===== config.mk =====
export PLATFORM = sky130hd
export DESIGN_NAME = ldbad_bit_unit
export DESIGN_NICKNAME = d
export VERILOG_FILES = /design/src/sv/ldbad_pkg.sv /design/src/sv/ldbad_bit_unit.sv
export SDC_FILE = /design/constraint.sdc
export NUM_CORES = 1
export LEC_CHECK = 0
export ABC_AREA = 1
export BUFFER_PORTS_ARGS = -buffer_cell sky130_fd_sc_hd__buf_2
export CAP_MARGIN = 25
export CORE_AREA = 3 3 63 65
export DETAILED_ROUTE_END_ITERATION = 6
export DIE_AREA = 0 0 66 68
export PLACE_DENSITY = 0.8
export SYNTH_ARGS = -nofsm -noshare
export SYNTH_HDL_FRONTEND = slang
export SYNTH_SLANG_ARGS = --single-unit
export TNS_END_PERCENT = 1

===== constraint.sdc =====
create_clock -name clk_i -period 1.79 [get_ports clk_i]
set_input_delay 0.358 -clock clk_i [delete_from_list [all_inputs] [get_ports clk_i]]
set_output_delay 0.358 -clock clk_i [all_outputs]
set_load 0.05 [all_outputs]

===== src/sv/ldbad_pkg.sv =====
// Shared types, constants and context-adaptation functions of the log-domain decoder.
`timescale 1ns / 1ps
package ldbad_pkg;

  localparam int WINDOW_BITS = 32;
  localparam int POS_W       = 6;
  localparam int VT_W        = 18;

  localparam logic [2:0] FUNC_INIT     = 3'd0;
  localparam logic [2:0] FUNC_CTX      = 3'd1;
  localparam logic [2:0] FUNC_WEIGHTED = 3'd2;
  localparam logic [2:0] FUNC_BYPASS   = 3'd3;
  localparam logic [2:0] FUNC_STUFF    = 3'd4;

  localparam logic [9:0] LG_MAX    = 10'd1023;
  localparam logic [9:0] LG_BYPASS = 10'd1023;
  localparam logic [9:0] LG_STUFF  = 10'd4;

  typedef struct packed {
    logic [2:0]             func;
    logic [8:0]             ctx_first;
    logic [8:0]             ctx_second;
    logic [WINDOW_BITS-1:0] stream_window;
  } in_item_t;

  typedef struct packed {
    logic             bin_value;
    logic [POS_W-1:0] bits_used;
    logic             window_overrun;
  } out_item_t;

  typedef struct packed {
    logic       mps;
    logic [1:0] cyc;
    logic [9:0] lg;
  } ctx_t;

  localparam ctx_t CTX_RESET = '{mps: 1'b0, cyc: 2'd0, lg: LG_MAX};

  // bit-unit control
  typedef struct packed {
    logic load;
    logic take;
    logic flag_over;
  } bit_ctrl_t;

  typedef enum logic [3:0] {
    ST_CLEAR, ST_IDLE, ST_INIT_FILL, ST_LEAD, ST_RD1, ST_RD2, ST_PREP,
    ST_DECIDE, ST_RENORM, ST_UPD1, ST_RD2B, ST_UPD2, ST_DONE
  } state_e;

  function automatic logic [7:0] lps_step(input logic [2:0] cwr);
    case (cwr)
      3'd3:    lps_step = 8'd197;
      3'd4:    lps_step = 8'd95;
      default: lps_step = 8'd46;
    endcase
  endfunction

  function automatic ctx_t adapt(input ctx_t c, input logic bin);
    logic [2:0]  cwr;
    logic [1:0]  cyc;
    logic        mps;
    logic [10:0] lg;
    cwr = (c.cyc <= 2'd1) ? 3'd3 : ((c.cyc == 2'd2) ? 3'd4 : 3'd5);
    cyc = c.cyc;
    mps = c.mps;
    if (bin != c.mps) begin
      cyc = (c.cyc < 2'd3) ? c.cyc + 2'd1 : 2'd3;
    end else if (c.cyc == 2'd0) begin
      cyc = 2'd1;
    end
    if (bin == c.mps) begin
      lg = {1'b0, c.lg} - ({1'b0, c.lg} >> cwr) - ({1'b0, c.lg} >> (cwr + 3'd2));
    end else begin
      lg = {1'b0, c.lg} + {3'b0, lps_step(cwr)};
      if (lg > 11'd1023) begin
        lg  = 11'd2047 - lg;
        mps = ~mps;
      end
    end
    adapt = '{mps: mps, cyc: cyc, lg: lg[9:0]};
  endfunction

endpackage


===== src/sv/ldbad_bit_unit.sv =====
// Stream window shifter: hands out one bit per take, tracks bits used and overrun.
`timescale 1ns / 1ps
module ldbad_bit_unit (
  input  logic                               clk_i,
  input  logic                               rst_ni,
  input  ldbad_pkg::bit_ctrl_t               ctrl_i,
  input  logic [ldbad_pkg::WINDOW_BITS-1:0]  window_i,
  output logic                               bit_o,
  output logic                               empty_o,
  output logic [ldbad_pkg::POS_W-1:0]        pos_o,
  output logic                               over_o
);
  logic [ldbad_pkg::WINDOW_BITS-1:0] win_q, win_d;
  logic [ldbad_pkg::POS_W-1:0]       pos_q, pos_d;
  logic                              over_q, over_d;

  assign empty_o = (pos_q >= ldbad_pkg::POS_W'(ldbad_pkg::WINDOW_BITS));
  assign bit_o   = empty_o ? 1'b0 : win_q[ldbad_pkg::WINDOW_BITS-1];
  assign pos_o   = pos_q;
  assign over_o  = over_q;

  always_comb begin
    win_d  = win_q;
    pos_d  = pos_q;
    over_d = over_q;
    if (ctrl_i.load) begin
      win_d  = window_i;
      pos_d  = '0;
      over_d = 1'b0;
    end else if (ctrl_i.take) begin
      if (empty_o) begin
        over_d = 1'b1;
      end else begin
        win_d = {win_q[ldbad_pkg::WINDOW_BITS-2:0], 1'b0};
        pos_d = pos_q + 1'b1;
      end
    end else if (ctrl_i.flag_over) begin
      over_d = 1'b1;
    end
  end

  always_ff @(posedge clk_i or negedge rst_ni) begin
    if (!rst_ni) begin
      pos_q  <= '0;
      over_q <= 1'b0;
    end else begin
      pos_q  <= pos_d;
      over_q <= over_d;
    end
  end

  always_ff @(posedge clk_i) begin
    win_q <= win_d;
  end
endmodule


==> metrics.cfg <==
[outcome]
run_status = completed

[power]
power_density_nw_per_um2 = 891
vdd_drop_max_uv = 547
leakage_nw = 1.06

[cells_and_area]
design_area_sq_um = 2100
layout_commonest_cell = nand2_1
layout_common_cells = nand2_1, buf_2, edfxtp_1
n_antenna_cell = 0
final_nets = 270
synthToLayoutAreaGrowth_pct = 20.6
drive_gt1_share_pct = 26.3

[worst_setup_path]
cp_max_fo = 6
critical_path_class = reg -> out
crit_arrival_ns = 1.14
reg2reg_depth = 4
cpMaxStageDelayCell = dfrtp_1
crit_chain = nor2_1, buf_2
slowest_delay_ns = 0.44
r2r_start = pos_o[5]
worstSetupEndpointType = output port
required_ns = 1.43
r2r-end = win_q[23]
rrSetupSlack_ns = 0.45
setup.worst_path.start_class = flip-flop

[global_routing]
grt_pass1_wl_mm = 4.91
grt_antenna_before_repair = 0
grt_pass1_vias = 1137
grt_start_max_net_pins = 35
gr-total-overflow = 0
gr-usage-all-layers_pct = 15.0

[floorplanning]
die_x_um = 66
io_pins = 46
die-area_sq_um = 4490
fp.dieH_um = 68
core_sq_um = 3390
initial_core_util_pct = 51.3
row_count = 21

[drt]
first_pass_iters = 4
ant_nets = 0
drcViolationCount = 0
routed_wl_mm = 2.98
drtIter0Drc = 102
viasPerCell = 4.68
dr_total_vias = 1300
wl_per_cell_um = 10.7

[sta]
finalSetupViolCount = 0
layout_min_cycle_time_ns = 1.50
fin_skew_ns = 0.00703
max-slew-margin-rel_pct = 78.3
finalSetupTns_ns = 0
clock.fmax_mhz = 667
worst_pin_slew_ns = 0.325
hold_violations = 0
rsz0062_at_grt = false
slew_viol_final = 0
post-route-period-util_pct = 83.8

[synthesis]
synth_seq_cells = 39
yosysTopAreaCell = edfxtp_1
yosys.cell_types.count = 18
synth_top_area_share_pct = 55.2
syn-mean-instance-area_sq_um = 9.51
synthCells = 183
synth_nets = 222
syn-cell-area_sq_um = 1740
ys_seq_area_share_pct = 65.3
yosys-top-cells-area = edfxtp_1, nand2_1, dfrtp_1
yosysWarnings = 0

[hold_path]
whs_path_depth = 3
hold_end = win_q[0]
hp-class = in -> reg
hold_start = window_i[0]

[clock_tree]
cts_max_level = 2
cts_tree = yes
clk_latency_ns = 0.33
cts_buffers = 5
root_buffer = clkbuf_4
cts-resized-gates = 0
clock_path_buffers = 2
cts.sinks = 39
postCtsHoldBufs = 1
postCtsSetupRepairBufs = 0
clk_pin_slew_ns = 0.11

[placement]
gp_congestion = 0.738
dpl.hpwl_mm = 2.10
port_buffers = 45
placed_cell_area_sq_um = 2010

[flow_run]
cap_violations = 0

-- report_power, final --
part / switching (W) / leakage, nW / total, W / internal [W]
clock network: 0.000270 / 0.0426 / 0.000558 / 0.000287
logic: 0.000134 / 0.584 / 0.000213 / 0.0000791
registers: 0.0000220 / 0.430 / 0.00110 / 0.00108
-- routing by layer --
| metal | vias up | wire (um) | track usage, % |
|---|---|---|---|
| met3 | 4 | 229 | 5.75 |
| met5 | - | 0 | 0 |
| li1 | 674 | - | - |
| met2 | 38 | 1390 | 23.5 |
| met4 | 0 | 44 | 6.09 |
| met1 | 584 | 1320 | 18.9 |
-- critical path: cells and delay by family, from the launching register on --
family	cells	cell delay, ns
buf+inv	1	0.26
flops	1	0.44
simple gates	1	0.11
-- through the flow --
stage / total power, W / setup slack (ns) / util [%] / instances / hold WS [ns]
6_report: 0.00187 / 0.291 / 61.9 / 278 / 0.282
5_1_grt: 0.00196 / 0.214 / 61.9 / 278 / 0.269
4_1_cts: 0.00189 / 0.279 / 61.9 / 278 / 0.271
3_5_place_dp: 0.00133 / 0.469 / 59.4 / 269 / 0.200
3_3_place_gp: 0.00133 / 0.477 / 59.4 / 269 / 0.200
2_1_floorplan: 0.00125 / 0.108 / - / 183 / 0.0624
-- logic make-up after synthesis --
kind of cell / share of synthesized area [%]
DFF: 65.3
AOI/OAI and AO/OA: 2.23
buffers and inverters: 4.89
and+or+nand+nor: 26.2
adders and majority gates: 1.44
-- worst max path at each step --
stage                        start        end  slack, ns  cells past startpoint
after floorplan           pos_o[5]      bit_o       0.11                      1
final                     pos_o[5]      bit_o       0.29                      2
after CTS                 pos_o[5]      bit_o       0.28                      2
after global placement    pos_o[5]  win_q[20]       0.48                      4
after global routing      pos_o[5]      bit_o       0.21                      2
after detailed placement  pos_o[5]  win_q[22]       0.47                      4
-- final cells by class --
class                   instances  area [sq um]
clock buffers                   5          37.5
clock inverters                 3          38.8
fillers                       303          1290
inverters                       9          36.3
multi-input cells             127           522
flip-flops and latches         39          1140
well taps                      46          57.6
repair buffers                 49           270
-- cells in the mapped netlist (all sizes together) --
| cell | count |
|---|---|
| a21oi | 3 |
| buf | 7 |
| clkbuf | 1 |
| dfrtp | 7 |
| edfxtp | 32 |
| ha | 2 |
| inv | 9 |
| nand2 | 106 |
| nand3 | 4 |
| nor2 | 7 |
| o21ai | 4 |
| or2 | 1 |
-- state kept, by name (all words and copies together), names as in the netlist --
register,flops
over_o,1
pos_o,6
win_q,32
Power figures use the tool's default switching activity.
